[src/rtl/jst_pkg.sv]
// ----------------------------------------------------------------------------
// jst_pkg
// Shared types and constants for the jittered spawn timer bank.
// ----------------------------------------------------------------------------
package jst_pkg;

  localparam int ENTRIES = 64;
  localparam int ADDR_W  = (ENTRIES > 1) ? $clog2(ENTRIES) : 1;

  localparam logic [31:0] RNG_FIRST_INIT  = 32'h3E50B28C;
  localparam logic [31:0] RNG_SECOND_INIT = 32'hD461A7F9;

  localparam logic [1:0] REQ_LOAD  = 2'd0;
  localparam logic [1:0] REQ_INIT  = 2'd1;
  localparam logic [1:0] REQ_SPAWN = 2'd2;

  typedef struct packed {
    logic [1:0]         req_type;
    logic [5:0]         entry_index;
    logic [14:0]        head_position;
    logic signed [15:0] tail_offset;
    logic signed [15:0] step_now;
    logic [14:0]        jitter_mask;
    logic [14:0]        base_delay;
    logic               force_all;
  } in_item_t;

  typedef struct packed {
    logic [5:0]  fired_index;
    logic [11:0] head_byte;
    logic [2:0]  head_bit;
    logic [11:0] tail_byte;
    logic [2:0]  tail_bit;
    logic        last;
  } out_item_t;

  typedef enum logic [2:0] {
    ST_IDLE,
    ST_LOAD,
    ST_INIT,
    ST_READ,
    ST_EVAL,
    ST_FLUSH
  } state_t;

  typedef struct packed {
    logic capture;
    logic load_wr;
    logic init_wr;
    logic eval_step;
    logic flush;
  } ctrl_cmd_t;

  typedef struct packed {
    logic n_zero;
    logic idx_last;
    logic fire;
    logic fire_ok;
    logic pend_valid;
    logic out_free;
  } ctrl_sts_t;

endpackage

[src/rtl/jst_req_if.sv]
// ----------------------------------------------------------------------------
// jst_req_if
// Valid/ready channel carrying one request item.
// ----------------------------------------------------------------------------
interface jst_req_if import jst_pkg::*; ();
  logic     valid;
  logic     ready;
  in_item_t data;

  modport source (output valid, output data, input ready);
  modport sink (input valid, input data, output ready);
endinterface

[src/rtl/jst_rsp_if.sv]
// ----------------------------------------------------------------------------
// jst_rsp_if
// Valid/ready channel carrying one fired-entry result.
// ----------------------------------------------------------------------------
interface jst_rsp_if import jst_pkg::*; ();
  logic      valid;
  logic      ready;
  out_item_t data;

  modport source (output valid, output data, input ready);
  modport sink (input valid, input data, output ready);
endinterface

[src/rtl/jst_ram.sv]
// ----------------------------------------------------------------------------
// jst_ram
// Generic single-write, single-read RAM with registered read data.
// ----------------------------------------------------------------------------
module jst_ram #(
  parameter int WIDTH = 16,
  parameter int DEPTH = 64
) (
  input  logic                                    clk,
  input  logic                                    we,
  input  logic [((DEPTH > 1) ? $clog2(DEPTH) : 1)-1:0] waddr,
  input  logic [WIDTH-1:0]                        wdata,
  input  logic [((DEPTH > 1) ? $clog2(DEPTH) : 1)-1:0] raddr,
  output logic [WIDTH-1:0]                        rdata
);

  logic [WIDTH-1:0] mem [DEPTH];

  always_ff @(posedge clk) begin
    if (we) begin
      mem[waddr] <= wdata;
    end
    rdata <= mem[raddr];
  end

endmodule

[src/rtl/jst_ctrl.sv]
// ----------------------------------------------------------------------------
// jst_ctrl
// Sequencer for load, schedule and spawn passes over the entry bank.
// ----------------------------------------------------------------------------
module jst_ctrl import jst_pkg::*; (
  input  logic       clk,
  input  logic       rst,
  input  logic       req_valid,
  input  logic [1:0] req_type,
  output logic       req_ready,
  input  ctrl_sts_t  sts,
  output ctrl_cmd_t  cmd
);

  state_t state, state_next;

  always_ff @(posedge clk) begin
    if (rst) begin
      state <= ST_IDLE;
    end else begin
      state <= state_next;
    end
  end

  always_comb begin
    state_next = state;
    case (state)
      ST_IDLE: begin
        if (req_valid) begin
          case (req_type)
            REQ_LOAD:  state_next = ST_LOAD;
            REQ_INIT:  state_next = sts.n_zero ? ST_IDLE : ST_INIT;
            REQ_SPAWN: state_next = sts.n_zero ? ST_IDLE : ST_READ;
            default:   state_next = ST_IDLE;
          endcase
        end
      end
      ST_LOAD:  state_next = ST_IDLE;
      ST_INIT: begin
        if (sts.idx_last) state_next = ST_IDLE;
      end
      ST_READ:  state_next = ST_EVAL;
      ST_EVAL: begin
        if (!sts.fire || sts.fire_ok) begin
          state_next = sts.idx_last ? ST_FLUSH : ST_READ;
        end
      end
      ST_FLUSH: begin
        if (!sts.pend_valid || sts.out_free) state_next = ST_IDLE;
      end
      default:  state_next = ST_IDLE;
    endcase
  end

  always_comb begin
    req_ready     = (state == ST_IDLE);
    cmd           = '0;
    cmd.capture   = (state == ST_IDLE) && req_valid;
    cmd.load_wr   = (state == ST_LOAD);
    cmd.init_wr   = (state == ST_INIT);
    cmd.eval_step = (state == ST_EVAL) && (!sts.fire || sts.fire_ok);
    cmd.flush     = (state == ST_FLUSH) && sts.pend_valid && sts.out_free;
  end

endmodule

[src/rtl/jst_dp.sv]
// ----------------------------------------------------------------------------
// jst_dp
// Entry stores, generator, deadline update and result staging.
// ----------------------------------------------------------------------------
module jst_dp import jst_pkg::*; (
  input  logic       clk,
  input  logic       rst,
  input  logic       cfg_we,
  input  logic [6:0] cfg_wdata,
  input  in_item_t   req_data,
  input  ctrl_cmd_t  cmd,
  output ctrl_sts_t  sts,
  output logic       rsp_valid,
  input  logic       rsp_ready,
  output out_item_t  rsp_data
);

  logic [6:0]  num_entries;
  logic [6:0]  n_act;
  in_item_t    req_q;
  logic [5:0]  idx;
  logic [31:0] rng_first;
  logic [31:0] rng_second;
  logic        rng_step;
  logic [15:0] jitter;
  logic [15:0] dl_wdata;
  logic [15:0] dl_rdata;
  logic        dl_we;
  logic [30:0] ho_rdata;
  logic        ho_we;
  logic [14:0] head;
  logic [14:0] tail;
  logic        fire;
  logic        out_free;
  logic        pend_valid;
  out_item_t   pend;
  out_item_t   pend_out;
  out_item_t   fired;
  logic        move;

  assign n_act = (num_entries > 7'(ENTRIES)) ? 7'(ENTRIES) : num_entries;

  always_ff @(posedge clk) begin
    if (rst) begin
      num_entries <= '0;
    end else if (cfg_we) begin
      num_entries <= cfg_wdata;
    end
  end

  always_ff @(posedge clk) begin
    if (cmd.capture) begin
      req_q <= req_data;
    end
  end

  always_ff @(posedge clk) begin
    if (rst) begin
      idx <= '0;
    end else if (cmd.capture) begin
      idx <= '0;
    end else if (cmd.init_wr || cmd.eval_step) begin
      idx <= idx + 6'd1;
    end
  end

  // add-swap generator, one step per scheduled entry
  assign rng_step = cmd.init_wr || (cmd.eval_step && fire);

  always_ff @(posedge clk) begin
    if (rst) begin
      rng_first  <= RNG_FIRST_INIT;
      rng_second <= RNG_SECOND_INIT;
    end else if (rng_step) begin
      rng_first  <= rng_first + {rng_second[15:0], rng_second[31:16]};
      rng_second <= rng_second + rng_first;
    end
  end

  assign jitter   = 16'(rng_first[14:0] & req_q.jitter_mask) + 16'(req_q.base_delay);
  assign dl_wdata = cmd.init_wr ? (req_q.step_now + jitter) : (dl_rdata + jitter);
  assign dl_we    = rng_step;
  assign ho_we    = cmd.load_wr && (7'(req_q.entry_index) < 7'(ENTRIES));

  jst_ram #(.WIDTH(16), .DEPTH(ENTRIES)) u_deadline (
    .clk   (clk),
    .we    (dl_we),
    .waddr (idx[ADDR_W-1:0]),
    .wdata (dl_wdata),
    .raddr (idx[ADDR_W-1:0]),
    .rdata (dl_rdata)
  );

  jst_ram #(.WIDTH(31), .DEPTH(ENTRIES)) u_head_offset (
    .clk   (clk),
    .we    (ho_we),
    .waddr (req_q.entry_index[ADDR_W-1:0]),
    .wdata ({req_q.head_position, req_q.tail_offset}),
    .raddr (idx[ADDR_W-1:0]),
    .rdata (ho_rdata)
  );

  assign head = ho_rdata[30:16];
  assign tail = head + ho_rdata[14:0];
  assign fire = req_q.force_all || ($signed(dl_rdata) <= req_q.step_now);

  always_comb begin
    fired             = '0;
    fired.fired_index = idx;
    fired.head_byte   = head[14:3];
    fired.head_bit    = ~head[2:0];
    fired.tail_byte   = tail[14:3];
    fired.tail_bit    = ~tail[2:0];
  end

  // one fired entry is held back until the next one or the pass end decides last
  assign out_free = !rsp_valid || rsp_ready;
  assign move     = (cmd.eval_step && fire && pend_valid) || cmd.flush;

  always_ff @(posedge clk) begin
    if (rst) begin
      pend_valid <= 1'b0;
    end else if (cmd.eval_step && fire) begin
      pend_valid <= 1'b1;
    end else if (cmd.flush) begin
      pend_valid <= 1'b0;
    end
  end

  always_ff @(posedge clk) begin
    if (cmd.eval_step && fire) begin
      pend <= fired;
    end
  end

  always_ff @(posedge clk) begin
    if (rst) begin
      rsp_valid <= 1'b0;
    end else if (move) begin
      rsp_valid <= 1'b1;
    end else if (rsp_ready) begin
      rsp_valid <= 1'b0;
    end
  end

  always_comb begin
    pend_out      = pend;
    pend_out.last = cmd.flush;
  end

  always_ff @(posedge clk) begin
    if (move) begin
      rsp_data <= pend_out;
    end
  end

  always_comb begin
    sts            = '0;
    sts.n_zero     = (n_act == 7'd0);
    sts.idx_last   = ({1'b0, idx} == (n_act - 7'd1));
    sts.fire       = fire;
    sts.fire_ok    = !pend_valid || out_free;
    sts.pend_valid = pend_valid;
    sts.out_free   = out_free;
  end

endmodule

[src/rtl/jittered_spawn_timer_bank.sv]
// ----------------------------------------------------------------------------
// jittered_spawn_timer_bank
// Bank of jittered deadlines: load, schedule and spawn passes over the entries.
// ----------------------------------------------------------------------------
// Schedule request: one entry per cycle over n entries. Spawn request: each
// entry passes through a RAM read state and an evaluate state, and output
// stalls hold the evaluate state; the deadline RAM reads and writes at the entry index.
// Results leave through a held-back stage and an output register, so the last
// result appears after the pass ends. n = min(num_entries, 64).
// Reset clears the generator and num_entries; entry stores are not cleared.
module jittered_spawn_timer_bank import jst_pkg::*; (
  input  logic       clk,
  input  logic       rst,
  input  logic       cfg_we,
  input  logic [6:0] cfg_wdata,
  jst_req_if.sink    req,
  jst_rsp_if.source  rsp
);

  ctrl_cmd_t cmd;
  ctrl_sts_t sts;

  jst_ctrl u_ctrl (
    .clk       (clk),
    .rst       (rst),
    .req_valid (req.valid),
    .req_type  (req.data.req_type),
    .req_ready (req.ready),
    .sts       (sts),
    .cmd       (cmd)
  );

  jst_dp u_dp (
    .clk       (clk),
    .rst       (rst),
    .cfg_we    (cfg_we),
    .cfg_wdata (cfg_wdata),
    .req_data  (req.data),
    .cmd       (cmd),
    .sts       (sts),
    .rsp_valid (rsp.valid),
    .rsp_ready (rsp.ready),
    .rsp_data  (rsp.data)
  );

endmodule
[src/flat_wrapper.sv]
// flat-port wrapper written by rule: the top's interface ports become plain ports
module jittered_spawn_timer_bank_flat import jst_pkg::*;
  (clk, rst, cfg_we, cfg_wdata, req_valid, req_data, req_ready, rsp_valid, rsp_data, rsp_ready);
  jst_req_if req_i ();
  jst_rsp_if rsp_i ();
  input  logic clk;
  input  logic rst;
  input  logic cfg_we;
  input  logic [6:0] cfg_wdata;
  input wire logic [$bits(req_i.valid)-1:0] req_valid;
  input wire logic [$bits(req_i.data)-1:0] req_data;
  output wire logic [$bits(req_i.ready)-1:0] req_ready;
  output wire logic [$bits(rsp_i.valid)-1:0] rsp_valid;
  output wire logic [$bits(rsp_i.data)-1:0] rsp_data;
  input wire logic [$bits(rsp_i.ready)-1:0] rsp_ready;
  assign req_i.valid = req_valid;
  assign req_i.data = req_data;
  assign req_ready = req_i.ready;
  assign rsp_valid = rsp_i.valid;
  assign rsp_data = rsp_i.data;
  assign rsp_i.ready = rsp_ready;
  jittered_spawn_timer_bank u_core (.clk(clk), .rst(rst), .cfg_we(cfg_we), .cfg_wdata(cfg_wdata), .req(req_i), .rsp(rsp_i));
endmodule
[config.mk]
export PLATFORM = sky130hd
export DESIGN_NAME = jittered_spawn_timer_bank_flat
export DESIGN_NICKNAME = d
export VERILOG_FILES = /design/src/rtl/jst_pkg.sv /design/src/rtl/jst_req_if.sv /design/src/rtl/jst_rsp_if.sv /design/src/rtl/jst_ram.sv /design/src/rtl/jst_ctrl.sv /design/src/rtl/jst_dp.sv /design/src/rtl/jittered_spawn_timer_bank.sv /design/src/flat_wrapper.sv
export SDC_FILE = /design/constraint.sdc
export NUM_CORES = 2
export LEC_CHECK = 0
export ABC_AREA = 0
export BUFFER_PORTS_ARGS = -buffer_cell sky130_fd_sc_hd__buf_2
export CAP_MARGIN = 20
export CORE_MARGIN = 3
export CORE_UTILIZATION = 25
export DETAILED_ROUTE_END_ITERATION = 10
export MAX_ROUTING_LAYER = met4
export SLEW_MARGIN = 20
export SYNTH_ARGS = -nofsm -noshare
export SYNTH_HDL_FRONTEND = slang
export SYNTH_SLANG_ARGS = --single-unit
[constraint.sdc]
create_clock -name clk -period 8.5 [get_ports clk]
set_input_delay 0.425 -clock clk [delete_from_list [all_inputs] [get_ports clk]]
set_output_delay 0.425 -clock clk [all_outputs]
set_load 0.01 [all_outputs]
# Word level (Yosys, flattened, before mapping)
# Memories as Yosys holds them, arrays and structs flattened. A register that Yosys moved wholly into a read port is not among the register bits.
# Cells that the tools add are included.
[word_totals]
ff_bits = 239
ram_bits = 3008
output_inout_bits = 39
word_cells = 94
memories = 2
[memory_table]
columns = ["name", "words", "width", "read_ports", "rd_ports_with_merged_regs", "wr", "line_no", "rtl"]
rows = [
  ["u_core.u_dp.u_head_offset.mem", 64, 31, 1, 1, 1, "jst_ram.sv:17", "logic [WIDTH-1:0] mem [DEPTH];"],
  ["u_core.u_dp.u_deadline.mem", 64, 16, 1, 1, 1, "jst_ram.sv:17", ""],
]
[classes]
addsub = 8
n_lt_le_gt_ge = 2
eq_ne = 12
n_mux = 19
bitwise_logic = 3
reduce_logical = 23
[ops]
columns = ["cell", "count"]
rows = [
  ["$add A32 B32 Y32", 2],
  ["$add A16 B16 Y16", 2],
  ["$add A15 B15 Y16", 1],
  ["$le A16 B16 Y1", 1],
  ["$mux W16", 1],
  ["$add A15 B15 Y15", 1],
  ["$and A15 B15 Y15", 1],
  ["$mux W3", 5],
  ["$pmux W3 S5", 1],
  ["$mux W1", 8],
  ["$eq A6 B7 Y1", 1],
  ["$gt A7 B7 Y1 const B", 1],
  ["$logic_not A7 Y1", 1],
  ["$logic_or A1 B1 Y1", 7],
  ["$mux W7", 1],
  ["$sub A7 B1 Y7 const B", 1],
  ["$add A6 B1 Y6 const B", 1],
  ["$eq A3 B2 Y1 const B", 2],
  ["$eq A3 B3 Y1 const B", 2],
  ["$logic_and A1 B1 Y1", 6],
  ["$not A3 Y3", 2],
  ["$pmux W2 S3", 1],
  ["$mux W2", 2],
  ["$ne A2 B1 Y1 const B", 2],
  ["10 further kinds", 14],
]

# Logic depth before layout (Yosys ltp)
[depth]
ltp_word = 9
mapped_depth = 22

# Hierarchy
# From an unflattened synthesis, not the netlist that was laid out.
[hier_totals]
cells_unflattened = 6542
area_unflattened_um2 = 129972.2
[by_module_without_submodules]
columns = ["mod", "n_inst", "cells_per_inst", "area_each_um2"]
rows = [
  ["jst_ram (u_core.u_dp.u_head_offset)", 1, 3418, 76305.7],
  ["jst_ram (u_core.u_dp.u_deadline)", 1, 1829, 40042.2],
  ["jst_dp", 1, 1258, 13317.8],
  ["jst_ctrl", 1, 37, 306.5],
]

# Worst setup path after synthesis
# Ideal clock, no wire load.
[synth_timing]
path_type = "register to register"
from = "reg u_core.u_dp.req_q[40] (netlist bit)"
to = "reg, netlist name u_core.u_dp.rsp_data[0]"
setup_ps = 394
t_arrival_ps = 6443
required_time_ps = 8106
setup_slack_ps = 1663
path_stages_with_launch = 12
synth_period_minus_slack_ps = 6837
cell_sequence = "edfxtp_1 -> inv_1 -> ha_1 -> a21o_1 -> a21o_1 -> a21o_1 -> a21oi_1 -> nor2_1 -> o21ai_0 -> a21oi_2 -> nor4_1 -> a21o_1"
[synth_between]
elab_chain_len = 8
[synth_rtl]
columns = ["element", "line_no", "rtl"]
rows = [
  ["start, declared", "jst_dp.sv:20", "in_item_t req_q;"],
  ["start signal, assigned", "jst_dp.sv:53", "req_q <= req_data;"],
  ["$le A16 B16 Y1 (*)", "jst_dp.sv:105", "assign fire = req_q.force_all || ($signed(dl_rdata) <= req_q.step_now);"],
  ["$logic_or A1 B1 Y1 (*)", "jst_dp.sv:105", ""],
  ["$logic_not A1 Y1", "jst_ctrl.sv:61", "cmd.eval_step = (state == ST_EVAL) && (!sts.fire || sts.fire_ok);"],
  ["$logic_or A1 B1 Y1", "jst_ctrl.sv:61", ""],
  ["$logic_and A1 B1 Y1", "jst_ctrl.sv:61", ""],
  ["$logic_and A1 B1 Y1 (*) (2 in series)", "jst_dp.sv:118", "assign move = (cmd.eval_step && fire && pend_valid) || cmd.flush;"],
  ["$logic_or A1 B1 Y1 (*)", "jst_dp.sv:118", ""],
  ["via u_core.u_dp.move", "jst_dp.sv:39", "logic move;"],
]
# Mark *: on every way through the listed nets, which the timed path passes. The rest lies on a longest branch.
# A chain may end at the register's enable or synchronous reset.

# Worst setup path after layout
[layout_timing]
from = "reg u_core.u_dp.rng_first[0]"
to = "mem u_core.u_dp.u_deadline.mem[54][15] (netlist: u_core.u_dp.u_deadline.mem[27][15]), data pin"
[layout_between]
elab_chain_len = 4
elab_cells_between_ends = 5
[layout_rtl]
columns = ["element", "line_no", "rtl"]
rows = [
  ["start, declared", "jst_dp.sv:22", "logic [31:0] rng_first;"],
  ["start signal, assigned", "jst_dp.sv:75", "rng_first <= rng_first + {rng_second[15:0], rng_second[31:16]};"],
  ["$and A15 B15 Y15 (*)", "jst_dp.sv:80", "assign jitter = 16'(rng_first[14:0] & req_q.jitter_mask) + 16'(req_q.base_delay);"],
  ["$add A15 B15 Y16 (*)", "jst_dp.sv:80", ""],
  ["$add A16 B16 Y16", "jst_dp.sv:81", "assign dl_wdata = cmd.init_wr ? (req_q.step_now + jitter) : (dl_rdata + jitter);"],
  ["$mux W16 (*)", "jst_dp.sv:81", ""],
  ["via u_core.u_dp.dl_wdata[15]", "jst_dp.sv:26", "logic [15:0] dl_wdata;"],
  ["end, declared", "jst_ram.sv:17", ""],
]
# Marked as above.

==> impl_metrics.prom <==
# TYPE chip_impl_metric gauge
chip_impl_metric{name="sw_frac_of_total",unit=""} 0.274
chip_impl_metric{name="final.hold.worst_slack",unit="ns"} 0.0763
chip_impl_metric{name="buffer_ports.inserted",unit=""} 135
chip_impl_info{name="post_synth_main_area_contributors",value="edfxtp_1, a22oi_1, dfxtp_1"} 1
chip_impl_info{name="library_cell_occupying_the_most_area_in_the_post_synthesis_netlist",value="edfxtp_1"} 1
chip_impl_metric{name="cts.reportedPaths.clkPinSlew",unit="ns"} 0.07
chip_impl_metric{name="worst_ep_arrival_time",unit="ns"} 5.99
chip_impl_info{name="slowest_cell_on_crit_path",value="buf_4"} 1
chip_impl_info{name="crit_type",value="reg -> reg"} 1
chip_impl_metric{name="stdcell_area",unit="um2"} 140000
chip_impl_metric{name="fill_cells",unit=""} 46720
chip_impl_metric{name="grt_start_max_net_pins",unit=""} 96
chip_impl_metric{name="floorplan_die_area",unit="um2"} 489000
chip_impl_metric{name="critical_path_depth",unit=""} 23
chip_impl_info{name="ctsRootBufferMaster",value="clkbuf_16"} 1
chip_impl_info{name="critical_path.cell_chain",value="and2_1 > ha_1 > inv_1 > fa_1 > nor2b_1 > o21ai_0 > a21boi_0 > o21ai_0 > a21boi_0 > o21a_1 > nor2_1 > a2bb2oi_1 > nor2b_1 > xnor2_1 > ha_1 > a21oi_1 > nor3b_1 > o211ai_1 > a31o_2 > a21o_1 > xor2_1 > xnor2_2 > buf_4"} 1
chip_impl_metric{name="final_core_density",unit=""} 0.293
chip_impl_metric{name="vias_per_cell",unit=""} 5.05
chip_impl_metric{name="fp.dieW",unit="um"} 700
chip_impl_metric{name="firstDrtPassIters",unit=""} 8
chip_impl_info{name="status",value="finished clean"} 1
chip_impl_metric{name="timing_worst_slew_pin_value",unit="ns"} 1.32
chip_impl_metric{name="drc_errors",unit=""} 0
chip_impl_metric{name="pin_count",unit=""} 137
chip_impl_metric{name="p_leak",unit="uW"} 0.0426
chip_impl_metric{name="internal-power",unit="uW"} 29500
chip_impl_metric{name="multi_input_comb_area",unit="um2"} 23500
chip_impl_metric{name="finalMaxSlewViolations",unit=""} 0
chip_impl_metric{name="syn-mean-instance-area",unit="um2"} 17.4
chip_impl_metric{name="worstPathRequired",unit="ns"} 9.02
chip_impl_metric{name="drt-wirelength-per-cell",unit="um"} 25.4
chip_impl_metric{name="setup_clock_skew_after_layout",unit="ns"} 0.0543
chip_impl_metric{name="clkSinkCount",unit=""} 3228
chip_impl_metric{name="finalSetupViolations",unit=""} 0
chip_impl_metric{name="fin_crit",unit="ns"} 5.47
chip_impl_metric{name="grt_pass1_vias",unit=""} 68032
chip_impl_metric{name="max_freq",unit="GHz"} 0.183
chip_impl_info{name="path_delay_family",value="compound AO/OA/AOI/OAI gates"} 1
chip_impl_metric{name="global_route_wire_length_before_repair",unit="um"} 499000
chip_impl_metric{name="numCtsBuffers",unit=""} 289
chip_impl_metric{name="ctsLongestPathBuffers",unit=""} 4
chip_impl_metric{name="yosysSeqAreaShare",unit=""} 0.795
chip_impl_metric{name="dp_slack",unit="ns"} 3.00
chip_impl_metric{name="p_clk_frac",unit=""} 0.316
chip_impl_metric{name="place_congestion",unit=""} 0.828
chip_impl_metric{name="final.period_utilization",unit=""} 0.644
chip_impl_metric{name="placeable_area",unit="um2"} 479000
chip_impl_info{name="ys_dominant_reg_cell",value="edfxtp_1"} 1
chip_impl_metric{name="cap_viol_max_count",unit=""} 0
chip_impl_metric{name="synth_top_area_frac",unit=""} 0.774
chip_impl_metric{name="synth-warning-count",unit=""} 0
chip_impl_metric{name="grt_remaining_overflow",unit=""} 0
chip_impl_metric{name="postRouteAntennaNets",unit=""} 0
chip_impl_metric{name="initial_utilization",unit=""} 0.251
chip_impl_metric{name="postCtsSetupBuffers",unit=""} 0
chip_impl_metric{name="worst_ir_drop_vdd",unit="mV"} 0.411
chip_impl_metric{name="synth_cells",unit=""} 6894
chip_impl_metric{name="gr-usage-all-layers",unit=""} 0.142
chip_impl_metric{name="p_seq_frac",unit=""} 0.519
chip_impl_info{name="min-delay-path-class",value="in -> reg"} 1
chip_impl_info{name="setup_repair_after_global_routing_missed_its_margin",value="false"} 1
chip_impl_metric{name="antenna_found_initial",unit=""} 15
chip_impl_metric{name="finalSetupTns",unit="ns"} 0
chip_impl_metric{name="power_frac_comb",unit=""} 0.166
chip_impl_metric{name="timing.slew.headroom",unit=""} 0.114
chip_impl_metric{name="detailedPlacementHpwl",unit="um"} 196000
chip_impl_metric{name="via_count",unit=""} 70073
chip_impl_metric{name="cp_max_fo",unit=""} 64
chip_impl_metric{name="synth_edf_count",unit=""} 3100
chip_impl_metric{name="dieHeight",unit="um"} 700
chip_impl_metric{name="total_switching_power",unit="uW"} 11200
chip_impl_metric{name="netlist_area",unit="um2"} 120000
chip_impl_info{name="category_of_the_worst_setup_path_capture_point",value="flip-flop"} 1
chip_impl_metric{name="register_area",unit="um2"} 95700
chip_impl_metric{name="power-per-cell-area",unit="nW/um2"} 290
chip_impl_metric{name="yosysUniqueCellTypes",unit=""} 80
chip_impl_metric{name="layout-area-overhead-vs-synth",unit="%"} 16.8
chip_impl_metric{name="layout-drive-gt1-share",unit=""} 0.132
chip_impl_metric{name="ys_async_sr_fraction",unit=""} 0
chip_impl_metric{name="timing.final.ws_setup",unit="ns"} 3.03
chip_impl_metric{name="critical_path.n_buffers_inverters",unit=""} 2
chip_impl_metric{name="std_cell_rows",unit=""} 254
chip_impl_metric{name="worst_path_largest_cell_delay",unit="ns"} 0.59
chip_impl_metric{name="worstRegToRegCells",unit=""} 23
chip_impl_info{name="timing.critical_path.from_type",value="flip-flop"} 1
chip_impl_info{name="cts_tree",value="built"} 1
chip_impl_metric{name="cts-resized-gates",unit=""} 0
chip_impl_metric{name="hold_violation_count_in_the_final_report",unit=""} 0
chip_impl_metric{name="holdPathStages",unit=""} 1
chip_impl_metric{name="routed_wl",unit="um"} 353000
chip_impl_metric{name="ys_ff_latch",unit=""} 3228
chip_impl_metric{name="design.final.nets",unit=""} 7496
chip_impl_metric{name="placement.cell_area",unit="um2"} 130000
chip_impl_metric{name="violation_count_after_the_first_detailed_routing_iteration",unit=""} 9178
chip_impl_metric{name="clk_latency",unit="ns"} 0.87
chip_impl_metric{name="ctsHtreeMaxLevel",unit=""} 5
chip_impl_metric{name="syn_nets",unit=""} 7124
[path summary, 6_finish.rpt]
kind	startpoint	end	slack (ns)
max reg2reg	u_core.u_dp.rng_first[0]	u_core.u_dp.u_deadline.mem[27][15]	3.03
min	req_data[81]	u_core.u_dp.req_q[81]	0.08
min reg2reg	u_core.u_dp.pend[5]	u_core.u_dp.rsp_data[5]	0.42
max	u_core.u_dp.rng_first[0]	u_core.u_dp.u_deadline.mem[27][15]	3.03
[placed cells by master (no fill, tap or decap), types with 21 or more instances in the layout]
cell,instances
xor2_1,27
xnor2_1,48
bufinv_16,24
clkbuf_16,292
nor2_1,162
o211ai_1,22
edfxtp_1,3100
buf_4,255
o21ai_0,43
clkbuf_1,48
nand3_1,71
dlygate4sd3_1,97
nand2_1,132
and2_1,21
nor2_4,64
buf_2,135
nor4_1,43
a21oi_1,199
clkinvlp_4,24
ha_1,126
a22o_1,279
a22oi_1,916
clkinv_2,42
a221oi_1,278
nand4_1,97
a31oi_1,288
inv_1,61
a21o_1,40
nor3_1,34
dfxtp_1,128
clkinv_1,40
[sequential cells by signal (all words and copies together), names as in the netlist]
signal and cells:
u_core.u_dp.u_head_offset.mem 1920, u_core.u_dp.req_q 83, u_core.u_dp.rng_second 32, u_core.u_dp.rsp_valid 1
u_core.u_dp.rng_first 32, u_core.u_dp.pend 36, u_core.u_dp.num_entries 7, u_core.u_dp.u_deadline.rdata 16
u_core.u_dp.u_deadline.mem 1024, u_core.u_dp.pend_valid 1, u_core.u_dp.idx 6, u_core.u_ctrl.state 3
u_core.u_dp.rsp_data 37, u_core.u_dp.u_head_offset.rdata 30
[power groups by stage]
| stage | logic, uW | registers [uW] | clock network, uW |
|---|---|---|---|
| after global routing | 7240 | 21100 | 13600 |
| after floorplan | 3390 | 21800 | 0 |
| final | 6740 | 21100 | 12800 |
| after detailed placement | 6660 | 21400 | 0 |
| after CTS | 6730 | 21100 | 13000 |
| after global placement | 6360 | 21400 | 0 |
[synthesized netlist by cell type, types with 60 or more instances]
cell type,n
edfxtp_1,3100
nor2_1,228
xnor2_1,60
nand2_1,134
a221oi_1,278
inv_1,61
nand3_1,73
nand4_1,97
a31oi_1,288
a21oi_1,199
ha_1,127
a22o_1,279
clkbuf_1,303
dfxtp_1,128
buf_1,74
a22oi_1,916
[layout make-up]
type / instances / area share
sequential: 3228 / 0.681
multi-input combinational: 3178 / 0.167
tap: 6400 / 0.0570
clock buffer: 347 / 0.0540
timing repair buffer: 507 / 0.0282
clock inverter: 154 / 0.0108
inverter: 62 / 0.00166
antenna: 11 / 0.000196
[metrics by stage]
stage,cells,power (uW)
floorplan,6894,25100
global placement,13278,27800
detailed placement,13278,28100
CTS,13876,40800
global route,13885,42000
finish,13887,40700
[routing by layer]
layer	global-route usage	vias up	wire [um]
met5	-	-	0
met4	0.0429	0	10900
met3	0.0246	571	34200
met2	0.227	3908	168000
met1	0.184	36194	140000
li1	-	29400	-
[kinds of logic after synthesis]
| logic type | share of synthesized area |
|---|---|
| adder cells (fa/ha/maj) | 0.0140 |
| buffers and inverters | 0.0158 |
| AND/OR/NAND/NOR | 0.0306 |
| AO/OA/AOI/OAI | 0.135 |
| flip-flops | 0.795 |
| multiplexers | 0.00307 |
| XOR/XNOR | 0.00648 |
[worst reg2reg max path, stage by stage (launching register included)]
cell and delay (ns):
dfxtp_1 0.40, and2_1 0.15, ha_1 0.16, inv_1 0.06
fa_1 0.42, nor2b_1 0.13, o21ai_0 0.10, a21boi_0 0.26
o21ai_0 0.16, a21boi_0 0.27, o21a_1 0.15, nor2_1 0.07
a2bb2oi_1 0.18, nor2b_1 0.16, xnor2_1 0.24, ha_1 0.28
a21oi_1 0.17, nor3b_1 0.21, o211ai_1 0.15, a31o_2 0.26
a21o_1 0.18, xor2_1 0.21, xnor2_2 0.15, buf_4 0.59
[what timing repair did]
item	in CTS	in global routing
setup endpoints to repair	0	0
hold buffers	97	0
hold endpoints to repair	90	0
Note: power is estimated with default switching activity, not from simulation.
